==> config.mk <==
export PLATFORM = sky130hd
export DESIGN_NAME = k_way_merge_selector
export DESIGN_NICKNAME = d
export VERILOG_FILES = /design/src/sv/kwm_pkg.sv /design/src/sv/k_way_merge_selector.sv /design/src/sv/kwm_min_tree.sv /design/src/sv/kwm_lanes.sv
export SDC_FILE = /design/constraint.sdc
export NUM_CORES = 1
export LEC_CHECK = 0
export BUFFER_PORTS_ARGS = -buffer_cell sky130_fd_sc_hd__buf_2
export CAP_MARGIN = 20
export CORE_ASPECT_RATIO = 1.5
export CORE_UTILIZATION = 65
export CTS_CLUSTER_DIAMETER = 30
export DETAILED_ROUTE_END_ITERATION = 8
export GPL_TIMING_DRIVEN = 0
export MAX_ROUTING_LAYER = met4
export PLACE_DENSITY = 0.85
export SLEW_MARGIN = 15
export SYNTH_ARGS = -nofsm -noshare
export SYNTH_HDL_FRONTEND = slang
export SYNTH_HIERARCHICAL = 1
export SYNTH_SLANG_ARGS = --single-unit
==> constraint.sdc <==
create_clock -name clock -period 20.8 [get_ports clock]
set_input_delay 2.08 -clock clock [delete_from_list [all_inputs] [get_ports clock]]
set_output_delay 2.08 -clock clock [all_outputs]
set_load 0.01 [all_outputs]
==> src/sv/kwm_pkg.sv <==
`default_nettype none

package kwm_pkg;

   // Outcome of one transaction as decided by the lane state logic.
   typedef struct packed {
      logic bad;    // lane inactive, already full or already finished
      logic hold;   // some active lane still waits for input, no result
      logic done;   // every active lane finished, merge restarts
      logic emit;   // smallest head leaves
   } step_flags_type;

endpackage

`default_nettype wire

==> src/sv/k_way_merge_selector.sv <==
// A transaction is accepted into the input register, then makes one pass through the lane
// update and min tree into the result register. One transaction is taken per cycle unless
// results stall; the min tree over all lanes sets the cycle time.
// A transaction that leaves some active lane waiting produces no result.
// Reset (synchronous, active high) clears all lane flags and sets active_lanes to LANES;
// head values are not cleared and need no clearing pass.
`default_nettype none

module k_way_merge_selector #(
   parameter int LANES      = 8,
   parameter int VALUE_BITS = 32
) (
   input  wire logic                               clock,
   input  wire logic                               reset,
   input  wire logic                               csr_we,
   input  wire logic [$clog2(LANES+1)-1:0]         csr_wdata,
   input  wire logic                               req_valid,
   output logic                                    req_ready,
   input  wire logic [$clog2(LANES)-1:0]           req_lane,
   input  wire logic signed [VALUE_BITS-1:0]       req_value,
   input  wire logic                               req_lane_end,
   output logic                                    rsp_valid,
   input  wire logic                               rsp_ready,
   output logic signed [VALUE_BITS-1:0]            rsp_value_res,
   output logic [$clog2(LANES)-1:0]                rsp_lane_res,
   output logic                                    rsp_all_done,
   output logic                                    rsp_bad_item
);

   localparam int LANE_BITS = $clog2(LANES);
   localparam int CNT_BITS  = $clog2(LANES + 1);

   logic [CNT_BITS-1:0]          active_lanes_ff;
   logic                         in_valid_ff;
   logic [LANE_BITS-1:0]         in_lane_ff;
   logic signed [VALUE_BITS-1:0] in_value_ff;
   logic                         in_end_ff;
   logic                         rsp_valid_ff;
   logic signed [VALUE_BITS-1:0] rsp_value_ff;
   logic [LANE_BITS-1:0]         rsp_lane_ff;
   logic                         rsp_done_ff;
   logic                         rsp_bad_ff;

   logic                         fire;
   kwm_pkg::step_flags_type      flags;
   logic signed [VALUE_BITS-1:0] best_value;
   logic [LANE_BITS-1:0]         best_lane;

   // Configuration register.
   always_ff @(posedge clock) begin
      if (reset) begin
         active_lanes_ff <= CNT_BITS'(LANES);
      end else if (csr_we) begin
         active_lanes_ff <= csr_wdata;
      end
   end

   // The registered transaction is processed once the result register can take its outcome.
   assign fire      = in_valid_ff && (!rsp_valid_ff || rsp_ready);
   assign req_ready = !in_valid_ff || fire;

   // Input register.
   always_ff @(posedge clock) begin
      if (reset) begin
         in_valid_ff <= 1'b0;
      end else if (req_ready) begin
         in_valid_ff <= req_valid;
      end
   end

   always_ff @(posedge clock) begin
      if (req_valid && req_ready) begin
         in_lane_ff  <= req_lane;
         in_value_ff <= req_value;
         in_end_ff   <= req_lane_end;
      end
   end

   kwm_lanes #(
      .LANES      (LANES),
      .VALUE_BITS (VALUE_BITS),
      .LANE_BITS  (LANE_BITS),
      .CNT_BITS   (CNT_BITS)
   ) u_lanes (
      .clock        (clock),
      .reset        (reset),
      .fire         (fire),
      .active_count (active_lanes_ff),
      .item_lane    (in_lane_ff),
      .item_value   (in_value_ff),
      .item_end     (in_end_ff),
      .flags        (flags),
      .best_value   (best_value),
      .best_lane    (best_lane)
   );

   // Result register.
   always_ff @(posedge clock) begin
      if (reset) begin
         rsp_valid_ff <= 1'b0;
      end else if (fire) begin
         rsp_valid_ff <= !flags.hold;
      end else if (rsp_ready) begin
         rsp_valid_ff <= 1'b0;
      end
   end

   always_ff @(posedge clock) begin
      if (fire) begin
         rsp_value_ff <= flags.emit ? best_value : '0;
         rsp_lane_ff  <= flags.bad ? in_lane_ff : (flags.emit ? best_lane : '0);
         rsp_done_ff  <= flags.done;
         rsp_bad_ff   <= flags.bad;
      end
   end

   assign rsp_valid     = rsp_valid_ff;
   assign rsp_value_res = rsp_value_ff;
   assign rsp_lane_res  = rsp_lane_ff;
   assign rsp_all_done  = rsp_done_ff;
   assign rsp_bad_item  = rsp_bad_ff;

`ifndef SYNTHESIS
   a_hold_no_result: assert property (@(posedge clock) disable iff (reset)
      fire && flags.hold |=> !rsp_valid_ff)
      else $error("waiting transaction produced a result");

   a_result_kind: assert property (@(posedge clock) disable iff (reset)
      rsp_valid_ff |-> !(rsp_done_ff && rsp_bad_ff))
      else $error("result marked both done and bad");

   a_input_kept: assert property (@(posedge clock) disable iff (reset)
      in_valid_ff && !fire |=> in_valid_ff && $stable(in_lane_ff))
      else $error("stalled transaction lost from input register");
`endif

endmodule

`default_nettype wire

==> src/sv/kwm_min_tree.sv <==
`default_nettype none

module kwm_min_tree #(
   parameter int LANES      = 8,
   parameter int VALUE_BITS = 32,
   parameter int LANE_BITS  = 3
) (
   input  wire logic [LANES-1:0]             leaf_valid,
   input  wire logic signed [VALUE_BITS-1:0] leaf_value [LANES],
   output logic                              best_valid,
   output logic signed [VALUE_BITS-1:0]      best_value,
   output logic [LANE_BITS-1:0]              best_lane
);

   localparam int LEAVES = 1 << LANE_BITS;
   localparam int NODES  = 2 * LEAVES - 1;

   logic                         node_valid [NODES];
   logic signed [VALUE_BITS-1:0] node_value [NODES];
   logic [LANE_BITS-1:0]         node_lane  [NODES];

   // Leaves sit at the bottom of a heap-ordered array; padding leaves are empty.
   for (genvar g = 0; g < LEAVES; g++) begin : g_leaf
      if (g < LANES) begin : g_real
         assign node_valid[LEAVES-1+g] = leaf_valid[g];
         assign node_value[LEAVES-1+g] = leaf_value[g];
      end else begin : g_pad
         assign node_valid[LEAVES-1+g] = 1'b0;
         assign node_value[LEAVES-1+g] = '0;
      end
      assign node_lane[LEAVES-1+g] = LANE_BITS'(g);
   end

   // Each node keeps the smaller child; the left child holds lower lanes, so it wins ties.
   for (genvar i = 0; i < LEAVES - 1; i++) begin : g_node
      logic take_left;
      assign take_left = node_valid[2*i+1] &&
                         (!node_valid[2*i+2] || (node_value[2*i+1] <= node_value[2*i+2]));
      assign node_valid[i] = node_valid[2*i+1] || node_valid[2*i+2];
      assign node_value[i] = take_left ? node_value[2*i+1] : node_value[2*i+2];
      assign node_lane[i]  = take_left ? node_lane[2*i+1]  : node_lane[2*i+2];
   end

   assign best_valid = node_valid[0];
   assign best_value = node_value[0];
   assign best_lane  = node_lane[0];

endmodule

`default_nettype wire

==> src/sv/kwm_lanes.sv <==
`default_nettype none

module kwm_lanes #(
   parameter int LANES      = 8,
   parameter int VALUE_BITS = 32,
   parameter int LANE_BITS  = 3,
   parameter int CNT_BITS   = 4
) (
   input  wire logic                         clock,
   input  wire logic                         reset,
   input  wire logic                         fire,
   input  wire logic [CNT_BITS-1:0]          active_count,
   input  wire logic [LANE_BITS-1:0]         item_lane,
   input  wire logic signed [VALUE_BITS-1:0] item_value,
   input  wire logic                         item_end,
   output kwm_pkg::step_flags_type           flags,
   output logic signed [VALUE_BITS-1:0]      best_value,
   output logic [LANE_BITS-1:0]              best_lane
);

   logic signed [VALUE_BITS-1:0] head_value_ff [LANES];
   logic [LANES-1:0]             head_present_ff;
   logic [LANES-1:0]             lane_finished_ff;
   logic [LANES-1:0]             head_present_in;
   logic [LANES-1:0]             lane_finished_in;

   logic [CNT_BITS-1:0]          lanes_eff;
   logic [LANES-1:0]             lane_active;
   logic [LANES-1:0]             lane_sel;
   logic [LANES-1:0]             best_sel;
   logic [LANES-1:0]             present_upd;
   logic [LANES-1:0]             finished_upd;
   logic signed [VALUE_BITS-1:0] cand_value [LANES];
   logic                         best_valid;
   logic                         bad_lane;
   logic                         all_ready;

   // Register values outside 1..LANES are clamped.
   always_comb begin
      if (active_count == '0) begin
         lanes_eff = CNT_BITS'(1);
      end else if (active_count > CNT_BITS'(LANES)) begin
         lanes_eff = CNT_BITS'(LANES);
      end else begin
         lanes_eff = active_count;
      end
   end

   // Per-lane decode, state as it stands after this transaction's own update.
   for (genvar k = 0; k < LANES; k++) begin : g_lane
      assign lane_active[k] = CNT_BITS'(k) < lanes_eff;
      assign lane_sel[k]    = item_lane == LANE_BITS'(k);
      assign best_sel[k]    = best_lane == LANE_BITS'(k);
      assign cand_value[k]  = lane_sel[k] ? item_value : head_value_ff[k];
   end

   assign present_upd  = head_present_ff | (lane_sel & {LANES{!item_end}});
   assign finished_upd = lane_finished_ff | (lane_sel & {LANES{item_end}});

   assign bad_lane  = (CNT_BITS'(item_lane) >= lanes_eff) ||
                      ((lane_sel & (head_present_ff | lane_finished_ff)) != '0);
   assign all_ready = &(present_upd | finished_upd | ~lane_active);

   kwm_min_tree #(
      .LANES      (LANES),
      .VALUE_BITS (VALUE_BITS),
      .LANE_BITS  (LANE_BITS)
   ) u_tree (
      .leaf_valid (present_upd & lane_active),
      .leaf_value (cand_value),
      .best_valid (best_valid),
      .best_value (best_value),
      .best_lane  (best_lane)
   );

   // Classify the transaction.
   always_comb begin
      flags.bad  = bad_lane;
      flags.hold = !bad_lane && !all_ready;
      flags.done = !bad_lane && all_ready && !best_valid;
      flags.emit = !bad_lane && all_ready && best_valid;
   end

   // Next lane flags.
   always_comb begin
      head_present_in  = head_present_ff;
      lane_finished_in = lane_finished_ff;
      if (fire) begin
         if (flags.done) begin
            head_present_in  = '0;
            lane_finished_in = '0;
         end else if (!flags.bad) begin
            head_present_in  = flags.emit ? (present_upd & ~best_sel) : present_upd;
            lane_finished_in = finished_upd;
         end
      end
   end

   always_ff @(posedge clock) begin
      if (reset) begin
         head_present_ff  <= '0;
         lane_finished_ff <= '0;
      end else begin
         head_present_ff  <= head_present_in;
         lane_finished_ff <= lane_finished_in;
      end
   end

   // Head storage is written only by a good value transaction.
   always_ff @(posedge clock) begin
      for (int k = 0; k < LANES; k++) begin
         if (fire && !bad_lane && !item_end && lane_sel[k]) begin
            head_value_ff[k] <= item_value;
         end
      end
   end

`ifndef SYNTHESIS
   a_done_clears: assert property (@(posedge clock) disable iff (reset)
      fire && flags.done |=> head_present_ff == '0 && lane_finished_ff == '0)
      else $error("lane flags not cleared after merge end");

   a_emit_frees_lane: assert property (@(posedge clock) disable iff (reset)
      fire && flags.emit |=> (head_present_ff & $past(best_sel)) == '0)
      else $error("emitted lane still holds a head");

   a_bad_keeps_state: assert property (@(posedge clock) disable iff (reset)
      fire && flags.bad |=> $stable(head_present_ff) && $stable(lane_finished_ff))
      else $error("rejected transaction changed lane flags");
`endif

endmodule

`default_nettype wire

---- After elaboration in Yosys (flattened, before gate mapping) ----
Memory sizes are Yosys's and may differ from the RTL's.
Cells that the tools add are included.
word-level totals
  logic and storage cells ................. 195
  RAM bits ................................ 256
  memories ................................ 1
  bits in registers ....................... 95
  input bits .............................. 45
cells by class
  eq/ne operators ......................... 15
  bitwise gates (word level) .............. 12
  muxes and demuxes ....................... 70
  reduce and logical (&&, ||, !) cells .... 68
  order comparisons ....................... 17
memory list
  memory                 words  width  read ports  clocked after memory_dff  write ports  RTL line         RTL
  u_lanes.head_value_ff  8      32     8           0                         1            kwm_lanes.sv:21  logic signed [VALUE_BITS-1:0] head_value_ff [LANES];
operator list
  kind                                                                 count
  32-bit 2-to-1 mux                                                    22
  32-bit less-or-equal comparator                                      7
  32-bit OR reduction                                                  7
  8-bit bitwise AND                                                    5
  8-bit 2-to-1 mux                                                     5
  8-bit OR                                                             5
  3-bit 2-to-1 mux                                                     12
  1-bit 2-to-1 mux                                                     29
  3-bit == test, second input constant                                 8
  1-bit logical AND                                                    23
  1-bit logical OR                                                     17
  3-bit by 4-bit < comparator with 1-bit output, first input constant  4
  8-bit inverter                                                       2
  1-bit logical NOT                                                    14
  3-bit by 2-bit == test with 1-bit output, second input constant      4
  1-bit by 4-bit < comparator with 1-bit output, first input constant  2
  2-bit by 4-bit < comparator with 1-bit output, first input constant  2
  4-bit 2-to-1 mux                                                     2
  8-bit AND reduction                                                  1
  8-bit nonzero test                                                   1
  3-bit by 1-bit == test with 1-bit output, second input constant      2
  3-bit logical NOT                                                    2
  3-bit by 4-bit >= comparator with 1-bit output                       1
  4-bit > comparator, second input constant                            1
  4 further kinds                                                      4

---- Logic depth before layout (Yosys ltp) ----
  depth in word-level cells ............... 23
  mapped depth ............................ 44
  depth with buffers taken out ............ 36

---- By module ----
Netlist, hierarchy kept.
modules (own cells, without submodules)
  module                times used  area an instance (um^2)  cells an instance
  kwm_lanes             1           12117.9                  1212
  kwm_min_tree          1           10019.6                  1421
  k_way_merge_selector  1           2680.1                   137

---- Worst setup path before layout ----
No wires, ideal clock.
  path kind ............................... flip-flop to flip-flop
  from .................................... register in_lane_ff[2]
  to ...................................... register u_lanes.head_present_ff[3]
  data required time ...................... 20741 ps
  stages on the path, launching flop included .. 41
  setup time .............................. 59 ps
  data arrival time ....................... 8827 ps
  path slack .............................. 11915 ps
  cell sequence ........................... edfxtp_1 buf_2 nor3_1 clkbuf_1 nand2_1 nand2_1 ha_1 a21o_1 a221o_1 a221oi_2 nor2b_1 or3_4 a21oi_2 buf_2 clkbuf_1 o21ai_0 ha_1 and4_1 [... 5 more ...] buf_2 buf_2 a221oi_2 nor2_1 ha_1 a21o_1 a21o_1 a221oi_1 o21ai_0 nor3b_1 a41o_1 or2_1 clkbuf_1 mux2_2 and3_1 and2_1 a2111oi_0 o22a_1
RTL lines
  what                    RTL line                    RTL
  from (decl)             k_way_merge_selector.sv:35  logic [LANE_BITS-1:0] in_lane_ff;
  from (signal assigned)  k_way_merge_selector.sv:73  in_lane_ff <= req_lane;
  to (signal assigned)    kwm_lanes.sv:104            head_present_ff <= head_present_in;
  to (decl)               kwm_lanes.sv:22             logic [LANES-1:0] head_present_ff;

==> results.ini <==
[status]
status = completed

[cells_and_area]
final_cell_mix = nand2_1, edfxtp_1, ha_1
drive_above_1_share = 0.111
num-nets-final = 3200
final_common_cell = nand2_1
final_util = 0.750
syn2layout_area_growth_pct = 13.8

[cts]
cts_hold_buf = 0
cts-resized-gates = 0
numCtsBuffers = 61
clk_pin_slew_ps = 50
root_buffer = clkbuf_16
tritoncts = done
cts_max_path_buffers = 3
htree_levels = 2
clock_latency_ps = 610
cts_sinks = 351
post-cts-setup-buffer-count = 0

[pwr]
p_leak_uw = 0.0123
worst_ir_drop_vdd_mv = 0.0788
p_per_area_mw_per_mm2 = 75.2

[global_route]
grt_pass1_vias = 22800
grt_max_degree = 30
grtUsageTotal = 0.465
grt_pass1_wl_um = 131000
overflow = 0
antenna_found_initial = 3

[timing]
fin_ws_ps = 7390
grt_setup_unrepaired = no
holdWs_ps = 474
max_slew_margin = 0.206
fin_crit_ps = 13410
drv_slew = 0
worst_pin_slew_ps = 1190
fmax_mhz = 74.6
hold_viol = 0
setup_violations = 0
fin_skew_ps = 36.0
fin_tns_setup_ps = 0
finalCritPeriodShare = 0.645

[yosys]
synth_area_mm2 = 0.0248
synth_area_leaders = edfxtp_1, nand2_1, ha_1, inv_1, o211ai_1
yosysUniqueCellTypes = 75
synthesis.nets = 3042
synth_ff_type = edfxtp_1
synthCells = 2770
synth_top_area_frac = 0.398
async_flop_share = 0
ys_seq_elements = 351
synth-edff-count = 329
synth_area_per_cell_um2 = 8.96
yosysSeqAreaShare = 0.416
ys_warn_count = 6
yosys.area.top_type = edfxtp_1

[placed_design]
port_buffers = 82
dp_hpwl_um = 67500
post-place-ws_ps = 8010
gp_congestion = 1.09

[detailed_routing]
drt_iter0_markers = 3231
drc = 0
totalWireLength_um = 88600
drt-wirelength-per-cell_um = 25.5
ant_nets = 0
firstDrtPassIters = 6
via_count = 23400
routed_via_density = 6.74

[die]
start_util = 0.659
die_h_um = 241
die_x_um = 162
io_pins = 84
rows = 87
core_area_mm2 = 0.0377
dieArea_mm2 = 0.0390

[hold_path]
hold_class = flip-flop to flip-flop
hold_depth = 2
hold_path.startpoint = u_lanes/lane_finished_ff[0]$_SDFFE_PP0P_
min_to = u_lanes/lane_finished_ff[0]$_SDFFE_PP0P_

[run]
cap_viol_max_count = 0

[worst_setup_path]
cp-start-kind = flip-flop
crit_path_end_kind = flip-flop
worstPathArrival_ps = 13880
timing.rr.end = u_lanes/head_present_ff[1]$_SDFFE_PP0P_
path_class = flip-flop to flip-flop
worstReg2RegStart = in_lane_ff[1]$_DFFE_PP_
r2r_cells = 38
cp_max_fo = 10
crit_top_cell = clkbuf_1
critPathSlowestCell = nor4_1
r2r_setup_slack_ps = 7390
required_ps = 21270
max_stage_delay_ps = 920

[cells by family (layout without fill, tap and decap cells)]
logic type,Yosys count,in the layout,share of synthesized area
AOI/OAI and AO/OA,577,577,0.175
adders and majority gates,227,227,0.114
buffers and inverters,397,605,0.0637
DFF,351,351,0.416
muxes,71,71,0.0304
other,0,2,0
and+or+nand+nor,1147,1147,0.201
[cells in the mapped netlist, types with 6 or more instances]
cell type and number:
ha_1 227, o31ai_1 33, nor4_1 11, clkbuf_1 142
o2111ai_1 33, a2111o_1 32, nand2_1 796, dfxtp_1 22
edfxtp_1 329, a221oi_2 30, o221ai_1 30, inv_1 212
a221oi_1 6, mux2_2 35, o22a_1 8, o21a_1 39
and2_1 69, nor3_1 15, a2111oi_0 7, a21o_1 13
a211oi_1 10, nand3_1 19, a21oi_1 110, mux2i_1 36
nor2_1 92, nand4_1 42, and3_1 43, nor2b_1 11
o211ai_1 75, o21ai_0 98, nand2b_1 8, buf_2 24
and4_1 13
[per-layer routing]
metal / vias up / global-route usage / wire length, µm
met4: 0 / 0.328 / 7170
met1: 10900 / 0.532 / 31700
met3: 458 / 0.0822 / 8850
met5: - / - / 0
li1: 10300 / - / -
met2: 1706 / 0.743 / 40900
[state kept, by name, summed over array words and instances (netlist names)]
signal and cells:
rsp_value_res 32, active_lanes_ff 4, in_valid_ff 1, u_lanes/lane_finished_ff 8
in_value_ff 32, u_lanes/head_present_ff 8, rsp_bad_item 1, u_lanes/head_value_ff 256
rsp_lane_res 3, rsp_all_done 1, in_end_ff 1, in_lane_ff 3
rsp_valid 1
[worst max-delay path, delay by kind of cell, from the launching register on]
| kind | cells | cell delay (ps) |
|---|---|---|
| DFF | 1 | 520 |
| and+or+nand+nor | 12 | 3480 |
| adders and majority gates | 3 | 900 |
| AOI/OAI and AO/OA | 13 | 4350 |
| buffers and inverters | 9 | 3310 |
| muxes | 1 | 680 |
[worst max path at each step]
| stage | startpoint | endpoint | depth (start not counted) |
|---|---|---|---|
| final | in_lane_ff[1]$_DFFE_PP_ | u_lanes/head_present_ff[1]$_SDFFE_PP0P_ | 38 |
| after global routing | in_lane_ff[1]$_DFFE_PP_ | u_lanes/head_present_ff[6]$_SDFFE_PP0P_ | 37 |
| after CTS | in_lane_ff[1]$_DFFE_PP_ | u_lanes/head_present_ff[1]$_SDFFE_PP0P_ | 38 |
| after detailed placement | in_lane_ff[1]$_DFFE_PP_ | u_lanes/head_present_ff[3]$_SDFFE_PP0P_ | 38 |
| after global placement | in_lane_ff[1]$_DFFE_PP_ | u_lanes/head_present_ff[7]$_SDFFE_PP0P_ | 38 |
| after floorplan | in_lane_ff[2]$_DFFE_PP_ | u_lanes/head_present_ff[3]$_SDFFE_PP0P_ | 40 |
[metrics by stage]
step | power, µW | instance area (µm²) | instances
finish | 2120 | 28200 | 3469
global route | 2180 | 28200 | 3469
CTS | 2110 | 28200 | 3466
detailed placement | 1120 | 26100 | 3353
global placement | 1110 | 25800 | 3341
floorplan | 1010 | 24800 | 2770
[report_power, final]
group,leakage (µW),internal [µW],switching (µW)
Combinational,0.00808,109,217
Sequential,0.00322,784,16.1
Clock,0.00101,613,384
[area by class of cell]
| type | instances | area [µm²] |
|---|---|---|
| diodes | 2 | 5.00 |
| plain buffers | 184 | 781 |
| clock buffers | 73 | 1600 |
| clock inverters | 40 | 472 |
| fillers | 2694 | 9430 |
| inverters | 213 | 800 |
| multi-input cells | 2022 | 13000 |
| flip-flops and latches | 351 | 10300 |
| well taps | 489 | 612 |
| repair buffers | 95 | 648 |
Power figures use the tool's default switching activity.
